<file path="src/sv/jdc_pkg.sv">
// Shared constants, codes and calendar helper functions for the date calculator.
package jdc_pkg;

  // Command codes
  localparam logic [1:0] OP_LOAD  = 2'd0;
  localparam logic [1:0] OP_SHIFT = 2'd1;
  localparam logic [1:0] OP_DIFF  = 2'd2;
  localparam logic [1:0] OP_NOP   = 2'd3;

  // Status codes
  localparam logic [1:0] ST_OK      = 2'd0;
  localparam logic [1:0] ST_INVALID = 2'd1;
  localparam logic [1:0] ST_RANGE   = 2'd2;

  // Default date
  localparam logic [3:0]  DEF_MONTH = 4'd5;
  localparam logic [4:0]  DEF_DAY   = 5'd11;
  localparam logic [13:0] DEF_YEAR  = 14'd1959;

  localparam logic [13:0] YEAR_MAX = 14'd9999;
  // Day number (from 1 Jan of year 0) of 31 Dec 9999
  localparam logic [22:0] DAY_LAST = 23'd3652424;
  // Reciprocal of 100 scaled by 2^19
  localparam logic [12:0] RECIP100 = 13'd5243;

  // Days before the first of month m in a common year
  function automatic logic [8:0] cum_days(input logic [3:0] m);
    logic [8:0] c;
    unique case (m)
      4'd1:    c = 9'd0;
      4'd2:    c = 9'd31;
      4'd3:    c = 9'd59;
      4'd4:    c = 9'd90;
      4'd5:    c = 9'd120;
      4'd6:    c = 9'd151;
      4'd7:    c = 9'd181;
      4'd8:    c = 9'd212;
      4'd9:    c = 9'd243;
      4'd10:   c = 9'd273;
      4'd11:   c = 9'd304;
      4'd12:   c = 9'd334;
      default: c = 9'd0;
    endcase
    return c;
  endfunction

  // Gregorian leap year test
  function automatic logic is_leap(input logic [13:0] y);
    logic [26:0] p;
    logic [7:0]  q;
    logic [13:0] r;
    p = 27'(y) * 27'(RECIP100);
    q = p[26:19];
    r = y - 14'(q * 8'd100);
    return (y[1:0] == 2'd0) && ((r != 14'd0) || (q[1:0] == 2'd0));
  endfunction

  // Month length
  function automatic logic [4:0] month_len(input logic [3:0] m, input logic leap);
    logic [4:0] n;
    unique case (m)
      4'd2:                       n = leap ? 5'd29 : 5'd28;
      4'd4, 4'd6, 4'd9, 4'd11:    n = 5'd30;
      default:                    n = 5'd31;
    endcase
    return n;
  endfunction

  // Days from 1 Jan of year 0 to 1 Jan of year y
  function automatic logic [22:0] days_before(input logic [13:0] y);
    logic [14:0] x;
    logic [27:0] p;
    logic [8:0]  q;
    logic [22:0] t;
    x = 15'(y) + 15'd99;
    p = 28'(x) * 28'(RECIP100);
    q = p[27:19];
    t = 23'(y) * 23'd365;
    t = t + 23'((15'(y) + 15'd3) >> 2) - 23'(q) + 23'((10'(q) + 10'd3) >> 2);
    return t;
  endfunction

  // Remainder by 7: octal digit sum, since 8 is 1 mod 7
  function automatic logic [2:0] mod7(input logic [22:0] x);
    logic [5:0] s;
    logic [3:0] t;
    logic [3:0] u;
    s = 6'(x[2:0]) + 6'(x[5:3]) + 6'(x[8:6]) + 6'(x[11:9]) + 6'(x[14:12]) +
        6'(x[17:15]) + 6'(x[20:18]) + 6'(x[22:21]);
    t = 4'(s[5:3]) + 4'(s[2:0]);
    u = 4'(t[3]) + 4'(t[2:0]);
    if (u >= 4'd7) begin
      u = u - 4'd7;
    end
    return u[2:0];
  endfunction

endpackage

</file>
<file path="src/sv/julian_day_date_calculator.sv">
// Date calculator top level: sequencer around one shared calendar arithmetic unit.
//
// Holds a Gregorian date (reset 11 May 1959) and takes one request at a time:
// load a date, shift it by a signed day count, or measure the absolute day
// distance to a given date. Each request yields one result with the stored
// date, its weekday (0 = Sunday), day of year, the distance and a status.
// A load or a difference, or a shift that leaves the year range, ends with
// the weekday step; an in-range shift first runs a 14-step year search
// that reuses the shared day-number unit and a 12-step month scan that
// walks the month table. The weekday is one register stage fed by a
// digit-sum remainder by 7. The input side is ready only while the sequencer
// is idle; the result register lets the next request in while a finished
// result still waits, and a further result stalls until that one is taken.
module julian_day_date_calculator (
  input  logic        clk_i,
  input  logic        rst_ni,
  input  logic        s_axis_tvalid,
  output logic        s_axis_tready,
  // op[1:0], month_in[5:2], day_in[10:6], year_in[24:11], shift_days[47:25]
  input  logic [47:0] s_axis_tdata,
  output logic        m_axis_tvalid,
  input  logic        m_axis_tready,
  // month_out[3:0], day_out[8:4], year_out[22:9], weekday[25:23],
  // day_of_year[34:26], days_between[56:35], status[58:57], zero fill above
  output logic [63:0] m_axis_tdata
);

  localparam logic [3:0] S_IDLE  = 4'd0;
  localparam logic [3:0] S_CALC  = 4'd1;
  localparam logic [3:0] S_RANGE = 4'd2;
  localparam logic [3:0] S_YEAR  = 4'd3;
  localparam logic [3:0] S_REM   = 4'd4;
  localparam logic [3:0] S_MON   = 4'd5;
  localparam logic [3:0] S_SET   = 4'd6;
  localparam logic [3:0] S_DIFF  = 4'd7;
  localparam logic [3:0] S_FIN   = 4'd8;
  localparam logic [3:0] S_MOD   = 4'd9;
  localparam logic [3:0] S_OUT   = 4'd10;

  logic [3:0]         state_q;
  logic [1:0]         op_q;
  logic [3:0]         mi_q;
  logic [4:0]         di_q;
  logic [13:0]        yi_q;
  logic signed [22:0] sh_q;
  logic [3:0]         cur_m_q;
  logic [4:0]         cur_d_q;
  logic [13:0]        cur_y_q;
  logic signed [24:0] acc_q;
  logic [13:0]        ys_q;
  logic [3:0]         cnt_q;
  logic [8:0]         rem_q;
  logic               leap_q;
  logic [3:0]         nm_q;
  logic [4:0]         nd_q;
  logic [21:0]        between_q;
  logic [1:0]         status_q;
  logic [8:0]         doy_q;
  logic [2:0]         wk_q;
  logic               out_valid_q;
  logic [63:0]        out_data_q;

  // Shared unit inputs and results
  logic [13:0] cand;
  logic        in_sel;
  logic [3:0]  u_m;
  logic [4:0]  u_d;
  logic [13:0] u_y;
  logic        u_leap;
  logic [22:0] u_db;
  logic [8:0]  u_doy;
  logic [22:0] u_dn;
  logic [3:0]  mon_try;
  logic [8:0]  mon_cum;
  logic        in_ok;
  logic        s_fire;
  logic        out_load;

  assign s_axis_tready = (state_q == S_IDLE);
  assign s_fire        = s_axis_tvalid && s_axis_tready;
  assign out_load      = (state_q == S_OUT) && (!out_valid_q || m_axis_tready);
  assign m_axis_tvalid = out_valid_q;
  assign m_axis_tdata  = out_data_q;

  assign cand   = ys_q | (14'd1 << cnt_q);
  assign in_sel = (state_q == S_CALC) && (op_q != jdc_pkg::OP_SHIFT);

  // Operand select for the shared unit
  always_comb begin
    priority if (state_q == S_YEAR) begin
      u_m = cur_m_q;
      u_d = cur_d_q;
      u_y = cand;
    end else if (state_q == S_REM) begin
      u_m = cur_m_q;
      u_d = cur_d_q;
      u_y = ys_q;
    end else if (in_sel) begin
      u_m = mi_q;
      u_d = di_q;
      u_y = yi_q;
    end else begin
      u_m = cur_m_q;
      u_d = cur_d_q;
      u_y = cur_y_q;
    end
  end

  // Shared unit: leap flag, year start, day of year and day number
  assign u_leap = jdc_pkg::is_leap(u_y);
  assign u_db   = jdc_pkg::days_before(u_y);
  assign u_doy  = jdc_pkg::cum_days(u_m) + 9'((u_m > 4'd2) && u_leap) + 9'(u_d);
  assign u_dn   = u_db + 23'(u_doy) - 23'd1;
  assign in_ok  = (mi_q >= 4'd1) && (mi_q <= 4'd12) && (yi_q <= jdc_pkg::YEAR_MAX) &&
                  (di_q >= 5'd1) && (di_q <= jdc_pkg::month_len(mi_q, u_leap));

  assign mon_try = cnt_q + 4'd1;
  assign mon_cum = jdc_pkg::cum_days(mon_try) + 9'((mon_try > 4'd2) && leap_q);

  // Sequencer and stored date
  always_ff @(posedge clk_i or negedge rst_ni) begin
    if (!rst_ni) begin
      state_q     <= S_IDLE;
      cur_m_q     <= jdc_pkg::DEF_MONTH;
      cur_d_q     <= jdc_pkg::DEF_DAY;
      cur_y_q     <= jdc_pkg::DEF_YEAR;
      out_valid_q <= 1'b0;
      cnt_q       <= '0;
    end else begin
      if (out_load) begin
        out_valid_q <= 1'b1;
      end else if (m_axis_tready) begin
        out_valid_q <= 1'b0;
      end
      unique case (state_q)
        S_IDLE: begin
          if (s_fire) begin
            op_q      <= s_axis_tdata[1:0];
            mi_q      <= s_axis_tdata[5:2];
            di_q      <= s_axis_tdata[10:6];
            yi_q      <= s_axis_tdata[24:11];
            sh_q      <= s_axis_tdata[47:25];
            status_q  <= jdc_pkg::ST_OK;
            between_q <= '0;
            state_q   <= S_CALC;
          end
        end
        S_CALC: begin
          unique case (op_q)
            jdc_pkg::OP_LOAD: begin
              if (in_ok) begin
                cur_m_q <= mi_q;
                cur_d_q <= di_q;
                cur_y_q <= yi_q;
              end else begin
                cur_m_q  <= jdc_pkg::DEF_MONTH;
                cur_d_q  <= jdc_pkg::DEF_DAY;
                cur_y_q  <= jdc_pkg::DEF_YEAR;
                status_q <= jdc_pkg::ST_INVALID;
              end
              state_q <= S_FIN;
            end
            jdc_pkg::OP_SHIFT: begin
              acc_q   <= $signed({2'b00, u_dn}) + $signed({{2{sh_q[22]}}, sh_q});
              state_q <= S_RANGE;
            end
            jdc_pkg::OP_DIFF: begin
              if (in_ok) begin
                acc_q   <= $signed({2'b00, u_dn});
                state_q <= S_DIFF;
              end else begin
                status_q <= jdc_pkg::ST_INVALID;
                state_q  <= S_FIN;
              end
            end
            default: state_q <= S_FIN;
          endcase
        end
        S_RANGE: begin
          if (acc_q[24] || (acc_q[23:0] > 24'(jdc_pkg::DAY_LAST))) begin
            status_q <= jdc_pkg::ST_RANGE;
            state_q  <= S_FIN;
          end else begin
            ys_q    <= '0;
            cnt_q   <= 4'd13;
            state_q <= S_YEAR;
          end
        end
        // Binary search for the largest year starting at or before the day
        S_YEAR: begin
          if ((cand <= jdc_pkg::YEAR_MAX) && (u_db <= acc_q[22:0])) begin
            ys_q <= cand;
          end
          if (cnt_q == 4'd0) begin
            state_q <= S_REM;
          end else begin
            cnt_q <= cnt_q - 4'd1;
          end
        end
        S_REM: begin
          rem_q   <= 9'(acc_q[22:0] - u_db);
          leap_q  <= u_leap;
          cnt_q   <= '0;
          state_q <= S_MON;
        end
        // Linear month scan over the cumulative table
        S_MON: begin
          if (rem_q >= mon_cum) begin
            nm_q <= mon_try;
            nd_q <= 5'(rem_q - mon_cum + 9'd1);
          end
          if (cnt_q == 4'd11) begin
            state_q <= S_SET;
          end else begin
            cnt_q <= cnt_q + 4'd1;
          end
        end
        S_SET: begin
          cur_m_q <= nm_q;
          cur_d_q <= nd_q;
          cur_y_q <= ys_q;
          state_q <= S_FIN;
        end
        S_DIFF: begin
          if ($signed({2'b00, u_dn}) >= acc_q) begin
            between_q <= 22'(u_dn - acc_q[22:0]);
          end else begin
            between_q <= 22'(acc_q[22:0] - u_dn);
          end
          state_q <= S_FIN;
        end
        // Day number offset for the weekday, and day of year
        S_FIN: begin
          acc_q   <= $signed({2'b00, u_dn + 23'd6});
          doy_q   <= u_doy;
          state_q <= S_MOD;
        end
        // Weekday: (day number + 6) mod 7
        S_MOD: begin
          wk_q    <= jdc_pkg::mod7(acc_q[22:0]);
          state_q <= S_OUT;
        end
        S_OUT: begin
          if (out_load) begin
            state_q <= S_IDLE;
          end
        end
        default: state_q <= S_IDLE;
      endcase
    end
  end

  // Result register
  always_ff @(posedge clk_i) begin
    if (out_load) begin
      out_data_q <= {5'd0, status_q, between_q, doy_q, wk_q, cur_y_q, cur_d_q, cur_m_q};
    end
  end

endmodule
</file>
<file path="config.mk">
export PLATFORM = sky130hd
export DESIGN_NAME = julian_day_date_calculator
export DESIGN_NICKNAME = d
export VERILOG_FILES = /design/src/sv/jdc_pkg.sv /design/src/sv/julian_day_date_calculator.sv
export SDC_FILE = /design/constraint.sdc
export NUM_CORES = 1
export LEC_CHECK = 0
export BUFFER_PORTS_ARGS = -buffer_cell sky130_fd_sc_hd__clkbuf_2
export CAP_MARGIN = 20
export CORE_MARGIN = 1.5
export CORE_UTILIZATION = 45
export CTS_CLUSTER_SIZE = 20
export DETAILED_ROUTE_END_ITERATION = 8
export SYNTH_ARGS = -nofsm -noshare
export SYNTH_HDL_FRONTEND = slang
export SYNTH_SLANG_ARGS = --single-unit
</file>
<file path="constraint.sdc">
create_clock -name clk_i -period 40.6 [get_ports clk_i]
set_input_delay 2.03 -clock clk_i [delete_from_list [all_inputs] [get_ports clk_i]]
set_output_delay 2.03 -clock clk_i [all_outputs]
set_load 0.01 [all_outputs]
</file>
After elaboration in Yosys (flattened, before gate mapping)
Memory sizes are Yosys's and may differ from the RTL's.
Index checks and enable logic that the tools add are counted.
Storage, ports and cells
  bits in registers: 233
  ROM bits: 288
  bits of input ports: 52
  logic and storage cells: 199
  memories: 2
Operators by class
  add/subtract/negate cells: 31
  multiply operators: 4
  order comparisons: 13
  equal/unequal tests: 33
  shift-type cells: 1
  muxes and demuxes: 49
  bitwise gates (word level): 1
  reductions and logical operators: 43
Memories
  (no name shown): depth 16, bits a word 9, read ports 1, clocked after Yosys merged registers in 0, write ports 0, RTL line jdc_pkg.sv:29  | unique case (m)
  (no name shown): depth 16, bits a word 9, read ports 1, clocked after Yosys merged registers in 0, write ports 0, RTL line jdc_pkg.sv:29
Operator list (number)
  case mux 25 bit (2 select lines): 2
  two-way mux 14 bit: 7
  two-way mux 4 bit: 14
  case mux 14 bit (2 select lines): 2
  two-way mux 22 bit: 2
  case mux 22 bit (2 select lines): 1
  subtractor 22 bit: 2
  case mux 4 bit (10 select lines): 1
  less-or-equal comparator 14 bit, second input constant: 2
  multiplier 15 x 13 -> 28 bit, second input constant: 1
  multiplier 14 x 13 -> 27 bit, second input constant: 1
  adder 24 x 23 -> 25 bit: 1
  greater-or-equal comparator 24 x 25 -> 1 bit: 1
  two-way mux 25 bit: 1
  two-way mux 5 bit: 5
  equality test 4 x 3 -> 1 bit, second input constant: 6
  equality test 4 bit, second input constant: 6
  > comparator 24 x 22 -> 1 bit, second input constant: 1
  adder 23 x 13 -> 23 bit: 1
  adder 23 x 3 -> 23 bit, second input constant: 1
  adder 23 x 8 -> 23 bit: 1
  adder 23 x 9 -> 23 bit: 1
  less-or-equal comparator 23 bit: 1
  multiplier 14 x 9 -> 23 bit, second input constant: 1
  other kinds (61): 113

Logic depth before layout (Yosys ltp)
Gate-level depths: netlist of run 1.
  depth after elaboration: 19
  depth in mapped cells: 89

Worst setup path before layout of run 1
OpenSTA, ideal clock, no wires.
  path kind: reg2reg
  start point: register op_q[1]
  end point: register between_q[20] (data pin)
  data arrival time: 17.987 ns
  required time: 40.337 ns
  slack: 22.350 ns
  cell stages (with the launch flop): 85
  buffers on the path: 4
  cells stage by stage: edfxtp_1 inv_1 ha_1 nor3b_2 nand2_1 buf_2 clkbuf_1 mux2_2 a221oi_1 inv_1 ha_1 inv_1 ha_1 or2_2 ha_1 fa_1 fa_1 inv_1 (+49 left out) o21ai_2 nor2_1 and3_1 nor4_4 ha_1 clkbuf_1 a21o_1 a21oi_1 o21ai_0 and2_1 a311oi_1 nor2_1 buf_2 mux2_2 o21ai_0 o211a_1 o21ai_0 mux2i_1
Between the ends
  word-level cells in the longest chain between the ends: 19
  elaborated cells on any way between the ends: 39
RTL lines
  start, declared: RTL line julian_day_date_calculator.sv:41  | logic [1:0] op_q;
  start signal, assigned: RTL line julian_day_date_calculator.sv:138  | op_q <= s_axis_tdata[1:0];
  inequality test 2 x 1 -> 1 bit (*): RTL line julian_day_date_calculator.sv:86  | assign in_sel = (state_q == S_CALC) && (op_q != jdc_pkg::OP_SHIFT);
  logical AND 1 bit (*): RTL line julian_day_date_calculator.sv:86
  two-way mux 14 bit (*): RTL line julian_day_date_calculator.sv:98  | end else if (in_sel) begin
  two-way mux 14 bit (*): RTL line julian_day_date_calculator.sv:94  | end else if (state_q == S_REM) begin
  two-way mux 14 bit (*): RTL line julian_day_date_calculator.sv:90  | priority if (state_q == S_YEAR) begin
  multiplier 14 x 13 -> 27 bit: RTL line jdc_pkg.sv:52  | p = 27'(y) * 27'(RECIP100);
  multiplier 8 x 5 -> 12 bit: RTL line jdc_pkg.sv:54  | r = y - 14'(q * 8'd100);
  subtractor 14 bit: RTL line jdc_pkg.sv:54
  (+3 left out)
  net u_leap: RTL line julian_day_date_calculator.sv:69  | logic u_leap;
  logical AND 1 bit (*): RTL line julian_day_date_calculator.sv:112  | assign u_doy = jdc_pkg::cum_days(u_m) + 9'((u_m > 4'd2) && u_leap) + 9'(u_d);
  adder 9 x 1 -> 9 bit (*): RTL line julian_day_date_calculator.sv:112
  adder 9 x 5 -> 9 bit (*): RTL line julian_day_date_calculator.sv:112
  adder 23 x 9 -> 23 bit (*): RTL line julian_day_date_calculator.sv:113  | assign u_dn = u_db + 23'(u_doy) - 23'd1;
  subtractor 23 x 1 -> 23 bit (*): RTL line julian_day_date_calculator.sv:113
  subtractor 22 bit (tied with other cells): RTL line julian_day_date_calculator.sv:228  | between_q <= 22'(acc_q[22:0] - u_dn);
  two-way mux 22 bit (*): RTL line julian_day_date_calculator.sv:225  | if ($signed({2'b00, u_dn}) >= acc_q) begin
  case mux 22 bit (2 select lines) (*): RTL line julian_day_date_calculator.sv:135  | unique case (state_q)
  end signal, assigned: RTL line julian_day_date_calculator.sv:226  | between_q <= 22'(u_dn - acc_q[22:0]);
  end signal, assigned: RTL line julian_day_date_calculator.sv:228
  end, declared: RTL line julian_day_date_calculator.sv:56  | logic [21:0] between_q;
Mark *: on every way through the listed nets, which the timed path passes. The rest lies on a longest branch.
A chain may end at the register's enable or synchronous reset.

Worst setup path after layout of run 1
  start point: register state_q[1]
  end point: register between_q[21] (data pin)
Between the ends
  word-level cells in the longest chain between the ends: 19
  elaborated cells on any way between the ends: 43
RTL lines
  start, declared: RTL line julian_day_date_calculator.sv:40  | logic [3:0] state_q;
  start signal, assigned: RTL line julian_day_date_calculator.sv:123  | state_q <= S_IDLE;
  start signal, assigned: RTL line julian_day_date_calculator.sv:145  | state_q <= S_CALC;
  start signal, assigned: RTL line julian_day_date_calculator.sv:161  | state_q <= S_FIN;
  equality test 4 x 1 -> 1 bit: RTL line julian_day_date_calculator.sv:86
  logical AND 1 bit: RTL line julian_day_date_calculator.sv:86
  two-way mux 14 bit: RTL line julian_day_date_calculator.sv:98
  two-way mux 14 bit: RTL line julian_day_date_calculator.sv:94
  two-way mux 14 bit (*): RTL line julian_day_date_calculator.sv:90
  multiplier 14 x 13 -> 27 bit: RTL line jdc_pkg.sv:52
  multiplier 8 x 5 -> 12 bit: RTL line jdc_pkg.sv:54
  subtractor 14 bit: RTL line jdc_pkg.sv:54
  (+3 left out)
  net u_leap: RTL line julian_day_date_calculator.sv:69
  logical AND 1 bit (*): RTL line julian_day_date_calculator.sv:112
  adder 9 x 1 -> 9 bit (*): RTL line julian_day_date_calculator.sv:112
  adder 9 x 5 -> 9 bit (*): RTL line julian_day_date_calculator.sv:112
  adder 23 x 9 -> 23 bit (*): RTL line julian_day_date_calculator.sv:113
  subtractor 23 x 1 -> 23 bit (*): RTL line julian_day_date_calculator.sv:113
  subtractor 22 bit (tied with other cells): RTL line julian_day_date_calculator.sv:228
  two-way mux 22 bit (*): RTL line julian_day_date_calculator.sv:225
  case mux 22 bit (2 select lines) (*): RTL line julian_day_date_calculator.sv:135
Marked as above.

==> impl_results.html, run 1 <==
<table>
<tr><th>Metric</th><th>Value</th></tr>
<tr><th colspan="2">Timing</th></tr>
<tr><td>Crit share post-route</td><td>51.6%</td></tr>
<tr><td>Remaining max-slew budget at the tightest pin</td><td>21.6%</td></tr>
<tr><td>Fmax</td><td>47.7 MHz</td></tr>
<tr><td>Worst-Margin Slew</td><td>1170 ps</td></tr>
<tr><td>Number of setup violations in the final report</td><td>0</td></tr>
<tr><td>Setup TNS</td><td>0 ps</td></tr>
<tr><td>Worst-case clock skew</td><td>32.9 ps</td></tr>
<tr><td>Final critical delay including setup and external delays</td><td>20950 ps</td></tr>
<tr><td>Unrepaired setup endpoints after global routing</td><td>false</td></tr>
<tr><td>Count of final hold-check violations</td><td>0</td></tr>
<tr><td>Number of pins exceeding their max-slew limit in the final report</td><td>0</td></tr>
<tr><th colspan="2">Critical path</th></tr>
<tr><td>Peak fanout along the critical path</td><td>21</td></tr>
<tr><td>Startpoint of the worst-slack reg-to-reg timing path</td><td>state_q[1]</td></tr>
<tr><td>Kind of end point of the critical path</td><td>register</td></tr>
<tr><td>Launching instance or port of the critical path</td><td>state_q[1]</td></tr>
<tr><td>End of the critical path</td><td>between_q[21]</td></tr>
<tr><td>Required time of the worst setup path</td><td>40880 ps</td></tr>
<tr><td>Cell family with the largest share of critical-path delay</td><td>compound AO/OA/AOI/OAI gates</td></tr>
<tr><td>Critical path depth</td><td>78</td></tr>
<tr><td>Startpoint type of the worst setup path</td><td>register</td></tr>
<tr><td>Worst setup slack for register-to-register paths</td><td>19650 ps</td></tr>
<tr><td>Slowest cell on the critical path</td><td>dfrtp_1</td></tr>
<tr><td>Cell mode on critical path</td><td>ha_1</td></tr>
<tr><td>Endpoint of the worst register-to-register path</td><td>between_q[21]</td></tr>
<tr><td>Critical Setup Path Class</td><td>register to register</td></tr>
<tr><td>Endpoint arrival time on the critical path</td><td>21230 ps</td></tr>
<tr><td>Worst path bufs/invs</td><td>9</td></tr>
<tr><td>Worst path max stage delay</td><td>730 ps</td></tr>
<tr><td>R2R cell count</td><td>78</td></tr>
<tr><th colspan="2">Floorplanning</th></tr>
<tr><td>Effective utilization at floorplan</td><td>45.7%</td></tr>
<tr><td>I/O pin total</td><td>118</td></tr>
<tr><td>Die Width</td><td>256 um</td></tr>
<tr><td>Number of standard-cell rows in the floorplan</td><td>92</td></tr>
<tr><td>Die boundary height</td><td>256 um</td></tr>
<tr><td>Total core area</td><td>63200 um2</td></tr>
<tr><td>Die footprint</td><td>65700 um2</td></tr>
<tr><th colspan="2">CTS</th></tr>
<tr><td>Count of clock tree sinks</td><td>233</td></tr>
<tr><td>CTS tree</td><td>built</td></tr>
<tr><td>Max Root-Sink Buffers</td><td>3</td></tr>
<tr><td>Hold-fix buffers, CTS</td><td>0</td></tr>
<tr><td>Worst-Skew Late Latency</td><td>580 ps</td></tr>
<tr><td>Number of gates resized after CTS</td><td>0</td></tr>
<tr><td>Number of H-tree branching levels</td><td>1</td></tr>
<tr><td>Clock root buffer</td><td>clkbuf_16</td></tr>
<tr><td>CTS buffer count</td><td>27</td></tr>
<tr><td>Clock-pin slew of the registers on the worst-case setup and hold paths</td><td>70 ps</td></tr>
<tr><td>Post-CTS setup buffer count</td><td>0</td></tr>
<tr><th colspan="2">Global route</th></tr>
<tr><td>Initial antenna violation count</td><td>0</td></tr>
<tr><td>Number of global-route vias before repair</td><td>22600</td></tr>
<tr><td>Remaining global-route overflow</td><td>0</td></tr>
<tr><td>First-pass GRT wire length</td><td>126000 um</td></tr>
<tr><td>Global-route total usage across every layer</td><td>24.1%</td></tr>
<tr><td>Pin count of the biggest net entering global routing</td><td>60</td></tr>
<tr><th colspan="2">Synthesis</th></tr>
<tr><td>Synthesized cell area</td><td>28900 um2</td></tr>
<tr><td>Number of distinct library cells after synthesis</td><td>87</td></tr>
<tr><td>Top FF cell, synth</td><td>edfxtp_1</td></tr>
<tr><td>Average cell area after synthesis</td><td>9.69 um2</td></tr>
<tr><td>Warnings from Yosys</td><td>0</td></tr>
<tr><td>Register area share after synthesis</td><td>23.7%</td></tr>
<tr><td>Mapped Cells</td><td>2979</td></tr>
<tr><td>Number of register bits inferred by synthesis</td><td>233</td></tr>
<tr><td>Share of synthesized registers carrying an async set or reset</td><td>13.7%</td></tr>
<tr><td>Number of synthesized flops with an enable pin</td><td>201</td></tr>
<tr><th colspan="2">Finish</th></tr>
<tr><td>Fraction of layout cells with a size suffix above 1</td><td>9.18%</td></tr>
<tr><td>Leading cell types in the layout, fill and taps excluded</td><td>inv_1 (520), ha_1 (510), fa_1 (224)</td></tr>
<tr><td>Most common library cell in the layout ignoring fill and taps</td><td>inv_1</td></tr>
<tr><td>Post-route cell area</td><td>31400 um2</td></tr>
<tr><td>Layout overhead on the synthesized area</td><td>8.90%</td></tr>
<tr><td>Antenna diodes</td><td>0</td></tr>
<tr><td>Post-layout nets</td><td>3881</td></tr>
<tr><th colspan="2">Detailed routing</th></tr>
<tr><td>Total wire length</td><td>78700 um</td></tr>
<tr><td>Initial DRT Pass Iterations</td><td>6</td></tr>
<tr><td>DR iter-0 viols</td><td>1443</td></tr>
<tr><td>Total DRC errors in the routed layout</td><td>0</td></tr>
<tr><td>Count of vias placed by the detailed router</td><td>22100</td></tr>
<tr><td>Post-route ant nets</td><td>0</td></tr>
<tr><td>Wirelength per Cell</td><td>19.9 um</td></tr>
<tr><td>Routed vias/inst</td><td>5.57</td></tr>
<tr><th colspan="2">Flow run</th></tr>
<tr><td>Number of maximum-capacitance violations</td><td>0</td></tr>
<tr><th colspan="2">Place</th></tr>
<tr><td>GPL Wtd Cong</td><td>0.962</td></tr>
<tr><td>Detailed placer's ending HPWL</td><td>65500 um</td></tr>
<tr><td>Post-Place Cell Area</td><td>30500 um2</td></tr>
<tr><td># port buffers</td><td>112</td></tr>
<tr><th colspan="2">Min path</th></tr>
<tr><td>Hold/Removal Path Class</td><td>register to register</td></tr>
<tr><th colspan="2">Status</th></tr>
<tr><td>Outcome</td><td>finished clean</td></tr>
</table>
-- layout make-up --
class | count | area [um2]
Tap cell | 846 | 1060
Timing Repair Buffer | 151 | 853
Sequential cell | 233 | 6850
Clock buffer | 29 | 683
Clock inverter | 21 | 239
Inverter | 524 | 1970
Multi-Input combinational cell | 2158 | 19800
Fill cell | 5862 | 31800
-- flip-flops by register name, summed over array words and instances (netlist names), 9 cells and up --
register      cells
cur_y_q          14
ys_q             14
acc_q            25
doy_q             9
between_q        22
rem_q             9
sh_q             23
yi_q             14
m_axis_tdata     59
-- routing by layer --
layer / share of wire [%] / GRT usage (%)
met5: 0 / 0
met3: 6.0 / 3.06
met1: 46 / 34.4
met4: 1.6 / 4.36
met2: 46 / 39.3
-- synth_stat cells (39+ instances only) --
cell	number	area, um2
edfxtp_1	201	6040
a21o_1	73	548
nor2_1	179	672
a21oi_1	185	926
nand2_1	137	514
o21ai_0	120	601
ha_1	510	6380
xor2_1	56	490
clkbuf_1	46	173
nor3_1	39	195
fa_1	224	4480
inv_1	520	1950
xnor2_1	120	1050
-- through the flow --
step | hold WS, ps | util (%) | setup WS, ps | cells
after floorplan | 400 | - | 22350 | 2983
after global placement | 404 | 48.2 | 20450 | 3910
final | 404 | 49.7 | 19650 | 3962
after detailed placement | 407 | 48.2 | 19870 | 3910
after global routing | 421 | 49.7 | 18260 | 3962
after CTS | 406 | 49.7 | 19760 | 3960
-- worst min-delay path by stage --
stage	startpoint	end	slack (ps)	cells past startpoint
2_1_floorplan	wk_q[0]	m_axis_tdata[23]	400	0
6_report	between_q[12]	m_axis_tdata[47]	400	0
3_5_place_dp	between_q[12]	m_axis_tdata[47]	410	0
5_1_grt	between_q[14]	m_axis_tdata[49]	420	0
3_3_place_gp	between_q[18]	m_axis_tdata[53]	400	0
4_1_cts	between_q[12]	m_axis_tdata[47]	410	0
-- cells by family after synthesis --
family,share of synthesized area [%]
compound gates,13.7
xor+xnor,5.57
other cells,0.0130
mux,1.54
fa+ha+maj,37.7
flops,23.7
simple gates,9.82
buf+inv,7.88
Power of run 1 is not shown: default switching activity piles up to over one toggle a cycle in this logic, so the estimate is an artifact.
==> run 2, diff against run 1 <==
==> constraint.sdc (replaced) <==
create_clock -name clk_i -period 20.1 [get_ports clk_i]
set_input_delay 1.005 -clock clk_i [delete_from_list [all_inputs] [get_ports clk_i]]
set_output_delay 1.005 -clock clk_i [all_outputs]
set_load 0.01 [all_outputs]
==> impl_results.html, run 2 (synthesis results as in run 1) <==
<table>
<tr><th>Metric</th><th>Value</th></tr>
<tr><th colspan="2">Critical path</th></tr>
<tr><td>Endpoint arrival time on the critical path</td><td>19300 ps (was 21230 ps)</td></tr>
<tr><td>Launching instance or port of the critical path</td><td>state_q[3] (was state_q[1])</td></tr>
<tr><td>Worst path max stage delay</td><td>540 ps (was 730 ps)</td></tr>
<tr><td>Startpoint of the worst-slack reg-to-reg timing path</td><td>state_q[3] (was state_q[1])</td></tr>
<tr><td>Kind of end point of the critical path</td><td>register (unchanged)</td></tr>
<tr><td>Endpoint of the worst register-to-register path</td><td>between_q[20] (was between_q[21])</td></tr>
<tr><td>End of the critical path</td><td>between_q[20] (was between_q[21])</td></tr>
<tr><td>Cell mode on critical path</td><td>inv_1 (was ha_1)</td></tr>
<tr><td>Startpoint type of the worst setup path</td><td>register (unchanged)</td></tr>
<tr><td>Critical Setup Path Class</td><td>register to register (unchanged)</td></tr>
<tr><td>R2R cell count</td><td>80 (was 78)</td></tr>
<tr><td>Required time of the worst setup path</td><td>20410 ps (was 40880 ps)</td></tr>
<tr><td>Slowest cell on the critical path</td><td>dfrtp_1 (unchanged)</td></tr>
<tr><td>Worst setup slack for register-to-register paths</td><td>1110 ps (was 19650 ps)</td></tr>
<tr><td>Peak fanout along the critical path</td><td>15 (was 21)</td></tr>
<tr><th colspan="2">Floorplanning</th></tr>
<tr><td>Number of standard-cell rows in the floorplan</td><td>92 (unchanged)</td></tr>
<tr><td>Die footprint</td><td>65700 um2 (unchanged)</td></tr>
<tr><td>Die boundary height</td><td>256 um (unchanged)</td></tr>
<tr><td>Die Width</td><td>256 um (unchanged)</td></tr>
<tr><td>Total core area</td><td>63200 um2 (unchanged)</td></tr>
<tr><td>I/O pin total</td><td>118 (unchanged)</td></tr>
<tr><td>Effective utilization at floorplan</td><td>45.7% (unchanged)</td></tr>
<tr><th colspan="2">Finish</th></tr>
<tr><td>Antenna diodes</td><td>0 (unchanged)</td></tr>
<tr><td>Post-layout nets</td><td>3911 (was 3881)</td></tr>
<tr><td>Post-route cell area</td><td>31900 um2 (was 31400 um2)</td></tr>
<tr><td>Max FFs per register</td><td>59 (unchanged)</td></tr>
<tr><td>Leading cell types in the layout, fill and taps excluded</td><td>inv_1 (519), ha_1 (504), fa_1 (224) (was inv_1 (520), ha_1 (510), fa_1 (224))</td></tr>
<tr><td>Most common library cell in the layout ignoring fill and taps</td><td>inv_1 (unchanged)</td></tr>
<tr><td>Layout overhead on the synthesized area</td><td>10.7% (was 8.90%)</td></tr>
<tr><td>Fraction of layout cells with a size suffix above 1</td><td>11.2% (was 9.18%)</td></tr>
<tr><th colspan="2">Global route</th></tr>
<tr><td>Initial antenna violation count</td><td>0 (unchanged)</td></tr>
<tr><td>Pin count of the biggest net entering global routing</td><td>60 (unchanged)</td></tr>
<tr><td>First-pass GRT wire length</td><td>127000 um (was 126000 um)</td></tr>
<tr><td>Remaining global-route overflow</td><td>0 (unchanged)</td></tr>
<tr><td>Number of global-route vias before repair</td><td>22800 (was 22600)</td></tr>
<tr><td>Global-route total usage across every layer</td><td>24.3% (was 24.1%)</td></tr>
<tr><th colspan="2">Timing</th></tr>
<tr><td>Final critical delay including setup and external delays</td><td>18990 ps (was 20950 ps)</td></tr>
<tr><td>Crit share post-route</td><td>94.5% (was 51.6%)</td></tr>
<tr><td>Number of setup violations in the final report</td><td>0 (unchanged)</td></tr>
<tr><td>Number of pins exceeding their max-slew limit in the final report</td><td>0 (unchanged)</td></tr>
<tr><td>Fmax</td><td>52.7 MHz (was 47.7 MHz)</td></tr>
<tr><td>Count of final hold-check violations</td><td>0 (unchanged)</td></tr>
<tr><td>Worst-case clock skew</td><td>17.1 ps (was 32.9 ps)</td></tr>
<tr><td>Remaining max-slew budget at the tightest pin</td><td>21.9% (was 21.6%)</td></tr>
<tr><td>Worst-Margin Slew</td><td>1160 ps (was 1170 ps)</td></tr>
<tr><td>Setup TNS</td><td>0 ps (unchanged)</td></tr>
<tr><th colspan="2">Detailed routing</th></tr>
<tr><td>Initial DRT Pass Iterations</td><td>6 (unchanged)</td></tr>
<tr><td>Count of vias placed by the detailed router</td><td>22100 (about the same)</td></tr>
<tr><td>Total wire length</td><td>79500 um (was 78700 um)</td></tr>
<tr><td>Post-route ant nets</td><td>0 (unchanged)</td></tr>
<tr><td>DR iter-0 viols</td><td>1836 (was 1443)</td></tr>
<tr><td>Total DRC errors in the routed layout</td><td>0 (unchanged)</td></tr>
<tr><td>Wirelength per Cell</td><td>19.9 um (about the same)</td></tr>
<tr><td>Routed vias/inst</td><td>5.53 (was 5.57)</td></tr>
<tr><th colspan="2">Min path</th></tr>
<tr><td>Launch instance of the worst min-delay path</td><td>between_q[14] (was between_q[12])</td></tr>
<tr><td>WHS Path Cells</td><td>0 (unchanged)</td></tr>
<tr><td>Hold/Removal Path Class</td><td>register to register (unchanged)</td></tr>
<tr><th colspan="2">Status</th></tr>
<tr><td>Outcome</td><td>finished clean (unchanged)</td></tr>
<tr><th colspan="2">CTS</th></tr>
<tr><td>Max Root-Sink Buffers</td><td>3 (unchanged)</td></tr>
<tr><td>Hold-fix buffers, CTS</td><td>0 (unchanged)</td></tr>
<tr><td>Number of H-tree branching levels</td><td>1 (unchanged)</td></tr>
<tr><td>Worst-Skew Late Latency</td><td>580 ps (about the same)</td></tr>
<tr><td>CTS tree</td><td>built (unchanged)</td></tr>
<tr><td>CTS buffer count</td><td>27 (unchanged)</td></tr>
<tr><td>Count of clock tree sinks</td><td>233 (unchanged)</td></tr>
<tr><td>Clock root buffer</td><td>clkbuf_16 (unchanged)</td></tr>
<tr><td>Clock-pin slew of the registers on the worst-case setup and hold paths</td><td>70 ps (about the same)</td></tr>
<tr><th colspan="2">Place</th></tr>
<tr><td>Detailed placer's ending HPWL</td><td>66300 um (was 65500 um)</td></tr>
<tr><td>GPL Wtd Cong</td><td>0.945 (was 0.962)</td></tr>
<tr><td>Post-Place Cell Area</td><td>30700 um2 (was 30500 um2)</td></tr>
<tr><td># port buffers</td><td>112 (unchanged)</td></tr>
<tr><th colspan="2">Flow run</th></tr>
<tr><td>Number of maximum-capacitance violations</td><td>0 (unchanged)</td></tr>
</table>
[run 2: layer usage]
| layer | track usage (%) | wire, um | vias to the layer above |
|---|---|---|---|
| met5 | 0 | 0 | - |
| met4 | 6.07 | 2100 | 0 |
| met3 | 4.24 | 5380 | 106 |
| met2 | 38.1 | 35100 | 704 |
| met1 | 34.8 | 36900 | 10800 |
| li1 | - | - | 10500 |
[run 2: worst max-delay path: cells and delay by family (launching register included)]
kind	cells	cell delay, ps
XOR/XNOR	4	1070
flip-flops	1	540
adder cells (fa/ha/maj)	16	6180
multiplexers	2	430
AO/OA/AOI/OAI	29	5520
AND/OR/NAND/NOR	18	3570
buffers and inverters	11	1400
[run 2: repair_timing]
| item | in CTS | in global routing |
|---|---|---|
| endpoints found under the setup margin | 4 | 32 |
| gates cloned | 0 | 1 |
| hold endpoints to repair | 0 | 0 |
| resized for setup | 2 | 45 |
| pin swaps | 1 | 6 |
| setup buffers | 1 | 8 |
[run 2: how the worst min path moves through the flow]
stage	endpoint	slack, ps
2_1_floorplan	m_axis_tdata[23]	400
3_3_place_gp	m_axis_tdata[49]	400
3_5_place_dp	m_axis_tdata[49]	410
4_1_cts	m_axis_tdata[49]	420
5_1_grt	m_axis_tdata[49]	420
6_report	m_axis_tdata[49]	410
[run 2: layout make-up]
cell class / instances / area, um2
Clock buffer: 33 / 759
Clock inverter: 17 / 256
Inverter: 524 / 1970
Sequential cell: 233 / 6850
Multi-Input combinational cell: 2159 / 20000
Tap cell: 846 / 1060
Timing Repair Buffer: 180 / 1090
Fill cell: 5801 / 31200
[run 2: stage by stage]
stage               utilization, %  worst slack [ps]  hold slack [ps]  cells
floorplan                        -              1850              400   2983
CTS                           50.1               165              416   3983
global route                  50.6              -144              418   3992
detailed placement            48.5              48.6              408   3932
global placement              48.5               569              402   3932
finish                        50.6              1110              411   3992
Power of run 2 is left out for the same reason.
